`src/kfce_ram.sv`:
```
// Generic simple dual-port RAM: one write port, one read port with registered data.
// Standalone; used by the keyframe curve evaluator for its key table.
module kfce_ram #(
    parameter int WIDTH = 32,
    parameter int DEPTH = 64
) (
    input  logic                     clk,
    input  logic                     we,
    input  logic [$clog2(DEPTH)-1:0] waddr,
    input  logic [WIDTH-1:0]         wdata,
    input  logic [$clog2(DEPTH)-1:0] raddr,
    output logic [WIDTH-1:0]         rdata
);

    logic [WIDTH-1:0] mem [DEPTH];

    always_ff @(posedge clk)
    begin
        if (we)
        begin
            mem[waddr] <= wdata;
        end
        rdata <= mem[raddr];
    end

endmodule

```
`config.mk`:
```
export PLATFORM = sky130hd
export DESIGN_NAME = kfce_ram
export DESIGN_NICKNAME = d
export VERILOG_FILES = /design/src/kfce_ram.sv
export SDC_FILE = /design/constraint.sdc
export NUM_CORES = 2
export LEC_CHECK = 0
export BUFFER_PORTS_ARGS = -buffer_cell sky130_fd_sc_hd__buf_2
export CORE_ASPECT_RATIO = 1.75
export CORE_MARGIN = 5
export CORE_UTILIZATION = 55
export CTS_BUF_LIST = sky130_fd_sc_hd__clkbuf_8
export CTS_CLUSTER_DIAMETER = 50
export DETAILED_ROUTE_END_ITERATION = 16
export PLACE_DENSITY = 0.71
export SLEW_MARGIN = 15
export SYNTH_ARGS = -nofsm -noshare
export SYNTH_HDL_FRONTEND = slang
export SYNTH_SLANG_ARGS = --single-unit
```
`constraint.sdc`:
```
create_clock -name clk -period 5.71 [get_ports clk]
set_input_delay 0.571 -clock clk [delete_from_list [all_inputs] [get_ports clk]]
set_output_delay 0.571 -clock clk [all_outputs]
set_load 0.005 [all_outputs]
```
==> results.cfg <==
[layout]
final_nets = 3699
filler_cell_count = 9467
syn_to_final_growth_pct = 10.97
final_cells = 5705
drive_gt1_frac = 0.3031

[logic_synthesis]
synth_edf_count = 2048
synth_top_area_frac = 0.7833
synthAdderAreaFrac = 0
ys.flop_type = edfxtp_1
synth_top_family_by_area = multiplexers
syn_area_per_cell_um2 = 23.62
yosys_warnings = 0
yosysTopAreaCell = edfxtp_1
synthTopCellsByArea = edfxtp_1, mux4_2, mux2i_1, dfxtp_1, o22ai_1
synthArstFlopShare = 0
synth-seq-cells = 2080
yosys.area_share.simple = 0.01265
synth.distinct_cells = 34
syn_nets = 3370
synth_compound_area_frac = 0.01673
synth-xor-area-share = 0
synth_seq_area_share = 0.7914
muxShareOfSynthArea = 0.1679
synth_cells = 3324
syn_area_um2 = 78520

[floorplan]
dieArea_um2 = 150700
io-pin-count = 78
dieHeight_um = 509.8
num_rows = 183
core_area_um2 = 142000
start_util = 0.5531
die_x_um = 295.6

[timing]
max_freq_mhz = 333.0
slew_viol_final = 0
rsz0062_at_grt = false
final.period_utilization = 0.5260
tightest_slew_ns = 1.228
relSlewSlack = 0.1793
setup_tns_ns = 0
finClkSkew_ns = 0.05952
hold_violations = 0
period_needed_ns = 3.003
setup_violations = 0
worst_slack_ns = 2.707

[worst_setup_path]
slowest_stage = o22ai_1
critPathLaunchType = primary input
reg2reg_depth = 4
worstPathCellList = buf_8 > buf_12 > mux4_2 > mux4_2 > o22ai_1 > nor2_1
cpPeakStageDelay_ns = 0.66
critical_path_depth = 6
cp.arrival_ns = 3.80
critPathKind = primary input to register
cp_num_buf_inv = 2
crit_family = buffers and inverters
end_kind = register
worstPathRequired_ns = 6.51
critPathMaxFanout = 87
crit_top_cell = mux4_2

[power_and_ir_drop]
ir_drop_mv = 0.2267
p_leak_nw = 27.35
power.density_nw_per_um2 = 332.4

[route]
vias = 37180
viasPerCell = 6.517
drt_pass1_iterations = 5
ant_nets = 0
drc = 0
routed_wl_mm = 197.9
wl_per_cell_um = 34.68
dr.first_iter.drc_count = 4691

[global_route]
grt_max_degree = 123
antenna_found_initial = 16
grt_pass1_wl_mm = 280.7
grt-ovfl-total = 0
gr-usage-all-layers = 0.2667
grt_pass1_vias = 38610

[clock_tree]
post-cts-setup-buffers = 0
htreeDepth = 5
cts.path.max_buffers = 4
clk_latency_ns = 0.97
path_clk_slew_ns = 0.07
ctsResizeCount = 0
cts.sinks = 2080
cts_tree = built
numCtsBuffers = 293
ctsHoldBuffers = 0
cts_root_buf = clkbuf_8

[place]
gp_congestion = 0.8546
dp_worst_setup_slack_ns = 1.733
io_buffers = 77
placed_cells = 5206
dpl.hpwl_mm = 112.0

[flow_run]
drv_cap = 0

[outcome]
status = complete, no violations

[min_path]
hold_class = primary input to register
hold_depth = 1
[sequential cells by signal, indices dropped and copies added, names as in the netlist]
signal  count
rdata      32
mem      2048
[worst reg2reg max path, delay by kind of cell (launching register included)]
kind | cells | cell delay [ns]
AOI/OAI and AO/OA | 1 | 0.66
and+or+nand+nor | 1 | 0.15
muxes | 2 | 1.01
DFF | 1 | 0.38
[logic make-up after synthesis]
kind of cell           after synthesis
flip-flops                        2080
buffers and inverters              182
AO/OA/AOI/OAI                      202
AND/OR/NAND/NOR                    223
multiplexers                       637
[report_power, final]
part           internal, mW  leakage [nW]  switching, mW
logic                 0.567          5.75           1.03
clock network          5.12          2.90           5.27
registers              16.9          18.7         0.0664
[per-stage QoR]
stage	util	power (mW)	hold WS, ns	instance area, um^2
2_1_floorplan	-	18.08	0.6632	78520
3_3_place_gp	0.5777	18.89	0.7216	82020
3_5_place_dp	0.5777	18.91	0.7321	82020
4_1_cts	0.6133	29.12	0.1927	87060
5_1_grt	0.6136	29.90	0.1478	87110
6_report	0.6138	28.96	0.1954	87130
[synth_stat cells (12+ instances only)]
cell type  instances
edfxtp_1        2048
mux4_2           544
nor2_1           137
mux2i_1           93
o22ai_1           84
clkbuf_1          74
a21oi_1           62
buf_2             57
dfxtp_1           32
o221ai_1          27
nand2_1           26
buf_4             25
buf_1             21
nor2b_1           15
a22oi_1           12
[metal layers]
metal | wire length [um] | up-vias | track usage
met5 | 92 | - | 0
met3 | 17890 | 390 | 0.05395
met1 | 65580 | 19700 | 0.3311
met4 | 12100 | 10 | 0.1372
met2 | 102200 | 2168 | 0.4502
li1 | - | 14910 | -
[layout by cell type, fill, tap and decap left out, types with 4 or more instances in the layout]
cell,synthesis,final
edfxtp_1,2048,2048
mux4_2,544,544
clkbuf_8,0,307
buf_4,25,129
mux2i_1,93,93
inv_1,0,86
o22ai_1,84,84
nor2_1,137,75
buf_2,57,70
a21oi_1,62,62
nor2_4,0,62
clkinv_1,0,61
dfxtp_1,32,32
o221ai_1,27,27
nand2_1,26,26
clkinv_2,0,21
nor2b_1,15,15
buf_12,0,13
diode_2,0,12
a22oi_1,12,12
nand2b_1,8,8
a311oi_1,8,8
clkinvlp_4,0,6
nand3b_1,5,5
nor3_1,7,5
nand3_1,5,5
and3_1,4,4
a41o_1,4,4
o32ai_1,4,4
bufinv_16,0,4
[path summary, 6_finish.rpt]
| path | endpoint | slack (ns) | start |
|---|---|---|---|
| max | rdata[14] | 2.71 | raddr[0] |
| min | mem[50][1] | 0.20 | wdata[1] |
| max reg2reg | rdata[14] | 3.34 | mem[62][14] |
| min reg2reg | rdata[4] | 0.75 | mem[29][4] |
[area by class of cell]
cell class / instances / area (um^2) / area share
timing repair buffer: 216 / 1634 / 0.01875
clock buffer: 307 / 4225 / 0.04849
tap: 1850 / 2315 / 0.02657
sequential: 2080 / 62140 / 0.7132
clock inverter: 178 / 822.0 / 0.009434
multi-input combinational: 1062 / 15970 / 0.1832
antenna: 12 / 30.03 / 0.0003446
No activity file was read; power rests on OpenSTA's default activity.
