<file path="src/kfce_pkg.sv">
// Shared types and constants of the keyframe curve evaluator.
// No dependencies; every other file of the block but kfce_ram imports this package.
package kfce_pkg;

    localparam int MAX_KEYS   = 64;
    localparam int KEY_IDX_W  = $clog2(MAX_KEYS);
    localparam int KEY_CNT_W  = $clog2(MAX_KEYS + 1);

    // Step counts of the shared remainder divider.
    localparam int DIV_STEP_W = 6;
    localparam int WRAP_STEPS = 32;
    localparam int POS_STEPS  = 16;

    // Smoothstep constant 3.0 in Q2.16, from which the 2*u term is subtracted.
    localparam logic [17:0] SMOOTH_K = 18'd196608;

    typedef enum logic [1:0] {
        FUNC_CLEAR  = 2'd0,
        FUNC_APPEND = 2'd1,
        FUNC_EVAL   = 2'd2
    } func_t;

    typedef enum logic [1:0] {
        STATUS_OK    = 2'd0,
        STATUS_FULL  = 2'd1,
        STATUS_EMPTY = 2'd2
    } status_t;

    typedef enum logic [0:0] {
        CFG_LOOP_ENABLE   = 1'b0,
        CFG_LOOP_DURATION = 1'b1
    } cfg_idx_t;

    typedef enum logic [3:0] {
        ST_IDLE,
        ST_WRAP,
        ST_RD_LAST,
        ST_RD_FIRST,
        ST_CHECK,
        ST_SCAN,
        ST_DIVIDE,
        ST_BLEND,
        ST_DONE
    } state_t;

    typedef struct packed {
        func_t              func;
        logic signed [31:0] key_time;
        logic signed [31:0] key_value;
        logic signed [31:0] query_time;
    } cmd_t;

    typedef struct packed {
        status_t            status;
        logic signed [31:0] curve_value;
    } rsp_t;

    // One stored keyframe: time and value, both Q16.16.
    typedef struct packed {
        logic signed [31:0] kt;
        logic signed [31:0] kv;
    } key_entry_t;

    localparam int KEY_W = $bits(key_entry_t);

    typedef struct packed {
        logic                  start;
        logic [DIV_STEP_W-1:0] steps;
        logic [31:0]           divisor;
        logic [31:0]           rem_init;
        logic [31:0]           dividend;
    } div_req_t;

    typedef struct packed {
        logic        done;
        logic [31:0] quotient;
        logic [31:0] remainder;
    } div_rsp_t;

    typedef struct packed {
        logic               start;
        logic [15:0]        u;
        logic signed [31:0] v0;
        logic signed [31:0] v1;
    } blend_req_t;

    typedef struct packed {
        logic               done;
        logic signed [31:0] value;
    } blend_rsp_t;

endpackage

</file>
<file path="src/kfce_blend.sv">
// Smoothstep of the segment position and linear blend of the two key values.
// Depends on kfce_pkg; four register stages, with a multiplier in each of the first three.
module kfce_blend
    import kfce_pkg::*;
(
    input  logic       clk,
    input  logic       rst_n,
    input  blend_req_t req,
    output blend_rsp_t rsp
);

    logic [2:0]         vld_reg;
    logic               done_reg;
    logic [31:0]        uu_reg;
    logic [17:0]        w_reg;
    logic signed [32:0] dv_reg;
    logic signed [31:0] v0_reg;
    logic [16:0]        s_reg;
    logic signed [50:0] prod_reg;
    logic signed [31:0] res_reg;
    logic [49:0]        cube;

    assign cube = uu_reg * w_reg;

    always_ff @(posedge clk or negedge rst_n)
    begin
        if (!rst_n)
        begin
            vld_reg  <= '0;
            done_reg <= 1'b0;
        end
        else
        begin
            vld_reg  <= {vld_reg[1:0], req.start};
            done_reg <= vld_reg[2];
        end
    end

    always_ff @(posedge clk)
    begin
        if (req.start)
        begin
            uu_reg <= req.u * req.u;
            w_reg  <= SMOOTH_K - {1'b0, req.u, 1'b0};
            dv_reg <= $signed({req.v1[31], req.v1}) - $signed({req.v0[31], req.v0});
            v0_reg <= req.v0;
        end
        if (vld_reg[0])
        begin
            // s = u*u*(3 - 2u) in Q1.16; never above 1.0.
            s_reg <= cube[48:32];
        end
        if (vld_reg[1])
        begin
            prod_reg <= dv_reg * $signed({1'b0, s_reg});
        end
        if (vld_reg[2])
        begin
            // An arithmetic shift floors toward minus infinity; the sum fits in 32 bits.
            res_reg <= v0_reg + prod_reg[47:16];
        end
    end

    assign rsp.done  = done_reg;
    assign rsp.value = res_reg;

endmodule

</file>
<file path="config.mk">
export PLATFORM = sky130hd
export DESIGN_NAME = kfce_blend
export DESIGN_NICKNAME = d
export VERILOG_FILES = /design/src/kfce_pkg.sv /design/src/kfce_blend.sv
export SDC_FILE = /design/constraint.sdc
export NUM_CORES = 2
export LEC_CHECK = 0
export ABC_AREA = 1
export BUFFER_PORTS_ARGS = -buffer_cell sky130_fd_sc_hd__buf_2
export CAP_MARGIN = 20
export CORE_MARGIN = 4
export CORE_UTILIZATION = 47
export DETAILED_ROUTE_END_ITERATION = 8
export PLACE_DENSITY = 0.75
export SLEW_MARGIN = 20
export SYNTH_ARGS = -nofsm -noshare
export SYNTH_HDL_FRONTEND = slang
export SYNTH_SLANG_ARGS = --single-unit
</file>
<file path="constraint.sdc">
create_clock -name clk -period 7.5 [get_ports clk]
set_input_delay 0.75 -clock clk [delete_from_list [all_inputs] [get_ports clk]]
set_output_delay 0.75 -clock clk [all_outputs]
set_load 0.01 [all_outputs]
</file>
==> flow_summary.ini <==
[logic_synthesis]
synth-edff-count = 193
postSynth.asyncResetShare_pct = 2.03
synth_seq_area_share_pct = 10.5
syn_area_um2 = 56100
ys_warn_count = 0
synth_cell_types = 51
synth_flop_cell = edfxtp_1
yosys.area.top_type = fa_1
synth_area_leaders = fa_1 (40%), inv_1 (15%), nand2_1 (12%)
synth_top_area_share_pct = 39.9
yosys-top-cells-count = inv_1 (2173), nand2_1 (1869), fa_1 (1119)
synth_most_common_cell = inv_1
avgSynthCellArea_um2 = 7.83
syn_inst = 7172
ys_ff_latch = 197

[sta]
hold_viol = 0
fin_skew_ps = 19.3
tightest_slew_ps = 1190
period_share_pct = 90.7
setup_viol_count_final = 0
worst_slack_ps = 699
slew_headroom_pct = 20.3
fin_crit_ps = 6800
drv_slew = 0
rsz0062_at_grt = false
fin_tns_setup_ps = 0
clock.fmax_mhz = 147

[routing]
vias = 44500
firstDrtPassIters = 8
wl_per_cell_um = 17.6
vias_per_cell = 5.10
dr.first_iter.drc_count = 3169
drc = 0
postRouteAntennaNets = 0
drt_wl_total_um = 153000

[clock_network]
post_cts_buffers = 0
cts_tree = built
htree_num_levels = 4
cts_hold_buffers = 0
cts_buffers = 17
clock_path_buffers = 2
root_buffer = clkbuf_16
cts.clk_slew.worst_paths_ps = 90
cts_resized = 0
clkSinkCount = 197
insertion_delay_ps = 520

[grt]
grt_pass1_wl_um = 249000
grt.met1_usage_pct = 30.9
track_usage_pct = 24.9
grt_use_met3_pct = 2.92
grt_pass1_vias = 48100
grt_max_degree = 61
use_met2_pct = 44.5
grt.overflow.total = 0
antenna_found_initial = 0
busiest_layer = met2

[cells_and_area]
layout-drive-gt1-share_pct = 4.19
antenna_cells = 0
fin_nets = 8731
largest_reg_flops = 33
seq_area_um2 = 5900
syn2layout_area_growth_pct = 4.81
instances_no_fill = 8717
multi_input_area_um2 = 41000
nFillCells = 11200

[floorplan]
io-pin-count = 116
num_rows = 126
initial_core_util_pct = 47.4
die_y_um = 354
dieArea_um2 = 125000
fp.dieW_um = 354
core-area_um2 = 118000

[setup_path]
cp_data_required_time_ps = 7790
start_kind = flip-flop
crit_type = flip-flop to flip-flop
crit_fanout = 24
crit_arrival_ps = 7090
endpoint_kind = flip-flop

[run_status]
status = complete, no violations

[place]
post-place-ws_ps = 774
post-place-cells = 8685
place.detailed.hpwl_um = 130000
gp_congestion = 1.03
portBuffers = 115

[hold_path]
hold_path_class = primary input to async pin

[job]
maxCapViolations = 0
==> area by class of cell <==
type	count	share of cell area, %
Clock buffer	17	0.723
Clock inverter	15	0.387
Inverter	2189	14.0
Multi-Input combinational cell	4518	69.6
Sequential cell	197	10.0
Tap cell	1600	3.40
Timing Repair Buffer	181	1.86
==> per-stage QoR <==
step / instance area (µm²) / util, % / hold slack [ps]
floorplan: 56200 / - / 454
global placement: 58200 / 49.1 / 361
detailed placement: 58200 / 49.1 / 372
CTS: 58800 / 49.7 / 13.8
global route: 58800 / 49.7 / 24.3
finish: 58800 / 49.7 / 38.4
==> cell usage in the layout (no fill, tap or decap), drive strengths merged <==
cell / n
nand3b: 9
dfrtp: 4
o211ai: 8
nor3: 33
clkbuf: 17
a21oi: 220
bufinv: 2
nand4: 44
a21boi: 18
nor2: 274
edfxtp: 193
xnor2: 31
buf: 181
o21a: 6
a21o: 19
nor4: 7
or2: 5
clkinv: 8
o21bai: 42
a31oi: 6
nand3: 134
and3: 4
nor3b: 1
xor2: 93
ha: 425
nand2: 1884
o21ai: 124
conb: 8
fa: 1119
inv: 2194
and2: 4
==> routing by layer <==
layer | wire [µm] | part of all wire [%] | vias to the layer above
met3 | 9520 | 6.2 | 377
met2 | 77200 | 50 | 1695
met1 | 60300 | 39 | 22100
met4 | 6210 | 4.1 | 0
li1 | - | - | 20400
met5 | 0 | 0 | -
==> path summary, 6_finish.rpt <==
kind	from	end	slack (ps)	cells after the start
min in group clk	vld_reg[1]	vld_reg[2]	390	0
max reg2reg	s_reg[3]	prod_reg[38]	700	20
min	rst_n	vld_reg[0]	40	1
min reg2reg	vld_reg[1]	vld_reg[2]	390	0
max	s_reg[3]	prod_reg[38]	700	20
max in group asynchronous	rst_n	done_reg	7310	1
==> worst max-delay path, cell delays in order, from the launching register on <==
cell and delay, ps:
edfxtp_1 1140, nand2_1 250, inv_1 190, fa_1 490, fa_1 570, inv_1 60, fa_1 500, inv_1 60
fa_1 520, fa_1 500, inv_1 50, fa_1 470, inv_1 40, ha_1 400, nand2_1 160, nor2_1 220
nand2_1 120, nor2_1 280, nand4_1 320, nand4_1 190, nand2_1 60
==> logic make-up (layout without fill, tap and decap cells) <==
| family | count (synthesis) | after routing | share of synthesized area (%) |
|---|---|---|---|
| other | 2 | 8 | 0.0134 |
| AND/OR/NAND/NOR | 2399 | 2399 | 17.1 |
| flip-flops | 197 | 197 | 10.5 |
| XOR/XNOR | 124 | 124 | 1.96 |
| AO/OA/AOI/OAI | 443 | 443 | 4.46 |
| adder cells (fa/ha/maj) | 1544 | 1544 | 49.4 |
| buffers and inverters | 2463 | 2402 | 16.5 |
Power is not shown: default switching activity piles up to over one toggle a cycle in this logic, so the estimate is an artifact.
