[src/kfce_pkg.sv]
// Shared types and constants of the keyframe curve evaluator.
// No dependencies; every other file of the block but kfce_ram imports this package.
package kfce_pkg;

    localparam int MAX_KEYS   = 64;
    localparam int KEY_IDX_W  = $clog2(MAX_KEYS);
    localparam int KEY_CNT_W  = $clog2(MAX_KEYS + 1);

    // Step counts of the shared remainder divider.
    localparam int DIV_STEP_W = 6;
    localparam int WRAP_STEPS = 32;
    localparam int POS_STEPS  = 16;

    // Smoothstep constant 3.0 in Q2.16, from which the 2*u term is subtracted.
    localparam logic [17:0] SMOOTH_K = 18'd196608;

    typedef enum logic [1:0] {
        FUNC_CLEAR  = 2'd0,
        FUNC_APPEND = 2'd1,
        FUNC_EVAL   = 2'd2
    } func_t;

    typedef enum logic [1:0] {
        STATUS_OK    = 2'd0,
        STATUS_FULL  = 2'd1,
        STATUS_EMPTY = 2'd2
    } status_t;

    typedef enum logic [0:0] {
        CFG_LOOP_ENABLE   = 1'b0,
        CFG_LOOP_DURATION = 1'b1
    } cfg_idx_t;

    typedef enum logic [3:0] {
        ST_IDLE,
        ST_WRAP,
        ST_RD_LAST,
        ST_RD_FIRST,
        ST_CHECK,
        ST_SCAN,
        ST_DIVIDE,
        ST_BLEND,
        ST_DONE
    } state_t;

    typedef struct packed {
        func_t              func;
        logic signed [31:0] key_time;
        logic signed [31:0] key_value;
        logic signed [31:0] query_time;
    } cmd_t;

    typedef struct packed {
        status_t            status;
        logic signed [31:0] curve_value;
    } rsp_t;

    // One stored keyframe: time and value, both Q16.16.
    typedef struct packed {
        logic signed [31:0] kt;
        logic signed [31:0] kv;
    } key_entry_t;

    localparam int KEY_W = $bits(key_entry_t);

    typedef struct packed {
        logic                  start;
        logic [DIV_STEP_W-1:0] steps;
        logic [31:0]           divisor;
        logic [31:0]           rem_init;
        logic [31:0]           dividend;
    } div_req_t;

    typedef struct packed {
        logic        done;
        logic [31:0] quotient;
        logic [31:0] remainder;
    } div_rsp_t;

    typedef struct packed {
        logic               start;
        logic [15:0]        u;
        logic signed [31:0] v0;
        logic signed [31:0] v1;
    } blend_req_t;

    typedef struct packed {
        logic               done;
        logic signed [31:0] value;
    } blend_rsp_t;

endpackage

[src/kfce_div.sv]
// Restoring remainder divider, one quotient bit per cycle.
// Depends on kfce_pkg; shared by loop wrapping and segment position.
module kfce_div
    import kfce_pkg::*;
(
    input  logic     clk,
    input  logic     rst_n,
    input  div_req_t req,
    output div_rsp_t rsp
);

    logic [31:0]           d_reg;
    logic [31:0]           r_reg;
    logic [31:0]           r_next;
    logic [31:0]           sh_reg;
    logic [31:0]           q_reg;
    logic [DIV_STEP_W-1:0] cnt_reg;
    logic                  busy_reg;
    logic                  done_reg;
    logic [32:0]           trial;
    logic                  fits;

    // The partial remainder stays below the divisor, so one compare and
    // subtract per step suffices.
    assign trial  = {r_reg, sh_reg[31]};
    assign fits   = trial >= {1'b0, d_reg};
    assign r_next = fits ? 32'(trial - {1'b0, d_reg}) : trial[31:0];

    always_ff @(posedge clk or negedge rst_n)
    begin
        if (!rst_n)
        begin
            busy_reg <= 1'b0;
            done_reg <= 1'b0;
            cnt_reg  <= '0;
        end
        else
        begin
            done_reg <= 1'b0;
            if (req.start)
            begin
                busy_reg <= 1'b1;
                cnt_reg  <= req.steps;
            end
            else if (busy_reg)
            begin
                cnt_reg <= cnt_reg - 1'b1;
                if (cnt_reg == DIV_STEP_W'(1))
                begin
                    busy_reg <= 1'b0;
                    done_reg <= 1'b1;
                end
            end
        end
    end

    always_ff @(posedge clk)
    begin
        if (req.start)
        begin
            d_reg  <= req.divisor;
            r_reg  <= req.rem_init;
            sh_reg <= req.dividend;
            q_reg  <= '0;
        end
        else if (busy_reg)
        begin
            r_reg  <= r_next;
            sh_reg <= {sh_reg[30:0], 1'b0};
            q_reg  <= {q_reg[30:0], fits};
        end
    end

    assign rsp.done      = done_reg;
    assign rsp.quotient  = q_reg;
    assign rsp.remainder = r_reg;

endmodule

[config.mk]
export PLATFORM = sky130hd
export DESIGN_NAME = kfce_div
export DESIGN_NICKNAME = d
export VERILOG_FILES = /design/src/kfce_pkg.sv /design/src/kfce_div.sv
export SDC_FILE = /design/constraint.sdc
export NUM_CORES = 1
export LEC_CHECK = 0
export CAP_MARGIN = 20
export CELL_PAD_IN_SITES_DETAIL_PLACEMENT = 1
export CELL_PAD_IN_SITES_GLOBAL_PLACEMENT = 1
export CORE_MARGIN = 2
export CORE_UTILIZATION = 53
export CTS_CLUSTER_DIAMETER = 200
export CTS_CLUSTER_SIZE = 16
export DETAILED_ROUTE_END_ITERATION = 7
export DONT_BUFFER_PORTS = 1
export HOLD_SLACK_MARGIN = 0.15
export PLACE_DENSITY_LB_ADDON = 0.2
export SLEW_MARGIN = 20
export SYNTH_ARGS = -nofsm -noshare
export SYNTH_HDL_FRONTEND = slang
export SYNTH_SLANG_ARGS = --single-unit
[constraint.sdc]
create_clock -name clk -period 5.9 [get_ports clk]
set_clock_uncertainty 0.2 [all_clocks]
set_input_delay 1.18 -clock clk [delete_from_list [all_inputs] [get_ports clk]]
set_output_delay 1.18 -clock clk [all_outputs]
set_load 0.02 [all_outputs]
==> results.toml <==
[synth]
syn_area_um2 = 7237
ys_warn_count = 0
async_reset_ff_share_pct = 5.882
avgSynthCellArea_um2 = 10.90
dominantRegCellSynth = "edfxtp_1"
synth_fa_ha_area_share_pct = 6.155
synth_xor_area_share_pct = 3.873
synth_area_leaders = "edfxtp_1 40%, dfxtp_1 8.9%, ha_1 5.9%"
synthMuxAreaShare_pct = 10.24
synth_edf_count = 96
yosysTopAreaCellShare_pct = 39.83
syn-instance-count = 664
synth_top_family_by_area = "compound AO/OA/AOI/OAI gates"
ys_ff_latch = 136
yosysSeqAreaShare_pct = 51.45
synth.distinct_cells = 61
yosys.area.top_type = "edfxtp_1"
synth_nets = 804
synth_compound_area_share_pct = 12.88
synth-simple-area-share_pct = 11.31

[floorplan]
chipHeight_um = 120.9
coreArea_um2 = 13300
pin_count = 170
initial_core_util_pct = 54.43
die_w_um = 120.9
die_area_um2 = 14600
rows = 42

[route]
drt_iter0_drc = 259
detail-route-antenna-nets = 0
drc_errors = 0
dr_total_vias = 5063
wl_um = 17710
wl_per_cell_um = 21.01
avgViaCountPerCell = 6.006
dr.pass1.iters = 5

[timing]
setup_ws_ps = 1739
fmaxAchievable_mhz = 240.3
setup_tns_ps = 0
setup_viol_count_final = 0
timing.final.crit_period_ps = 4161
relSlewSlack_pct = 31.04
maxSlewViolCount = 0
fin_crit_sh_pct = 70.53
rsz0062_at_grt = "false"
final_hold_viol_count = 0
tightest_slew_ps = 1034

[placement]
post-dp-hpwl_um = 11900
pre_cts_ws_ps = 1703
port_buffers = 0
place.gp.congestion = 0.8103

[pwr]
vdd_drop_max_v = 0.0002385
pwr-share-clk_pct = 25.9
power_switching_mw = 1.590
power_leakage_nw = 3.336
seq_power_share_pct = 38.3
internal_power_mw = 2.472
switching_share_pct = 39.14
total_power_mw = 4.062
combPwrFrac_pct = 35.8
power_density_nw_per_um2 = 513.3

[worst_setup_path]
crit_required_ps = 5880
crit_family = "compound AO/OA/AOI/OAI gates"
worst_r2r_startpoint = "r_reg[1]"
critical_path.reg2reg.endpoint = "r_reg[27]"
r2r_cells = 10
cp-end-kind = "flop"
crit_chain = "ha_1 -> a21oi_2 -> nand2_1 -> a211o_1 -> o211ai_2 -> nand3_2 -> a31oi_4 -> buf_4 -> nor4_1 -> a311o_1"
worstPathMaxFanout = 36
cp.depth = 10
reg2reg_slack_ps = 1740
cp-start-kind = "flop"
critPathKind = "flop to flop"
worstPathArrival_ps = 4140
crit_buf_inv = 1
slowest_delay_ps = 830
crit_slowest_cell = "a31oi_4"
critPathLaunch = "r_reg[1]"
critPathCapture = "r_reg[27]"

[clocking]
cts_hold_buf = 0
clock_path_buffers = 2
numCtsBuffers = 17
cts_max_level = 4
cts_sinks = 136
tritoncts = "done"
root_buffer = "clkbuf_16"
cts_resized = 0
postCtsSetupBuffers = 0
clkLatencyLatePin_ps = 430
cts.clk_slew.worst_paths_ps = 60

[status]
status = "finished clean"

[flow_run]
drv_cap = 0

[global_route]
grt_pass1_wl_um = 28440
grt_pass1_vias = 5536
grt_start_max_net_pins = 172
grt_overflow = 0
antenna_found_initial = 3
grt_use_total_pct = 25.18

[layout]
drive_gt1_share_pct = 10.94
layout.area.seq_um2 = 3725
multi_input_area_um2 = 3217
num_antenna_cells = 0
syn2layout_area_growth_pct = 9.353
n_fill_cell = 1386
layout.nets = 794

[min_path]
hold_path.class = "input port to async pin"
worst register-to-register path: cells and delay by family (launching register included):
kind / cells / cell delay, ps
and+or+nand+nor: 3 / 390
DFF: 1 / 520
buffers and inverters: 1 / 400
adders and majority gates: 1 / 440
AOI/OAI and AO/OA: 5 / 1970
metrics by stage:
stage | std cells | utilization [%] | instance area (µm²) | hold slack (ps)
after floorplan | 664 | - | 7237 | 321.0
after global placement | 811 | 55.17 | 7335 | 328.8
after detailed placement | 811 | 55.17 | 7335 | 334.5
after CTS | 843 | 59.52 | 7914 | 227.6
after global routing | 843 | 59.52 | 7914 | 224.2
final | 843 | 59.52 | 7914 | 240.2
worst min path at each step:
| stage | cells past startpoint | slack, ps | endpoint |
|---|---|---|---|
| floorplan | 2 | 320 | busy_reg |
| global placement | 1 | 330 | sh_reg[5] |
| detailed placement | 1 | 330 | sh_reg[17] |
| CTS | 0 | 230 | cnt_reg[2] |
| global route | 0 | 220 | cnt_reg[2] |
| finish | 0 | 240 | cnt_reg[2] |
cell usage after synthesis (2+ instances only):
cell type   n
edfxtp_1   96
nand2_1    58
nor2_1     57
inv_1      42
mux2i_1    38
a21oi_1    36
ha_1       34
dfxtp_1    32
mux2_2     32
nand3_1    24
o21ai_0    21
xor2_1     21
a21o_1     15
clkbuf_1   15
o311ai_0   15
xnor2_1    11
buf_1       9
dfrtp_1     8
nor3_1      7
a211oi_1    6
nand4_1     6
nor4_1      6
o21ai_1     6
and2_1      5
o21bai_1    5
and3_1      4
a31oi_1     3
buf_2       3
buf_4       3
o211ai_1    3
o21a_1      3
o22ai_1     3
o31ai_1     3
a2111oi_0   2
a311o_1     2
nand2b_1    2
nand3b_1    2
nor2b_1     2
o221ai_1    2
power by group through the flow:
stage	clock (mW)	sequential [mW]	combinational (mW)
finish	1.05	1.56	1.45
global route	1.10	1.58	1.63
CTS	1.07	1.56	1.46
detailed placement	0	1.58	1.43
global placement	0	1.57	1.37
floorplan	0	1.51	1.17
routing by layer:
| metal | vias up | GRT usage, % | share of wire [%] |
|---|---|---|---|
| met5 | - | 0 | 0.14 |
| li1 | 2409 | - | - |
| met3 | 28 | 10.29 | 8.1 |
| met1 | 2475 | 28.06 | 39 |
| met4 | 4 | 8.939 | 2.1 |
| met2 | 147 | 43.29 | 51 |
cells in the final DEF, fill, tap and decap left out, types with 17 or more instances in the layout:
cell / instances
mux2i_1: 38
ha_1: 34
inv_1: 41
edfxtp_1: 96
nand3_1: 24
nand2_1: 58
o21ai_0: 21
clkbuf_16: 17
dfxtp_1: 32
xor2_1: 21
a21oi_1: 36
mux2_2: 32
nor2_1: 57
final cells by class:
cell class | count | area share (%)
Clock buffer | 18 | 5.423
Clock inverter | 14 | 1.897
Inverter | 42 | 1.992
Multi-Input combinational cell | 455 | 40.65
Sequential cell | 136 | 47.07
Tap cell | 176 | 2.783
Timing Repair Buffer | 2 | 0.1897
kinds of logic (layout without fill, tap and decap cells):
group / count (synthesis) / in the layout
flops: 136 / 136
compound gates: 137 / 137
mux: 70 / 70
buf+inv: 73 / 76
fa+ha+maj: 35 / 35
xor+xnor: 32 / 32
simple gates: 181 / 181
(Power assumes the default switching activity.)
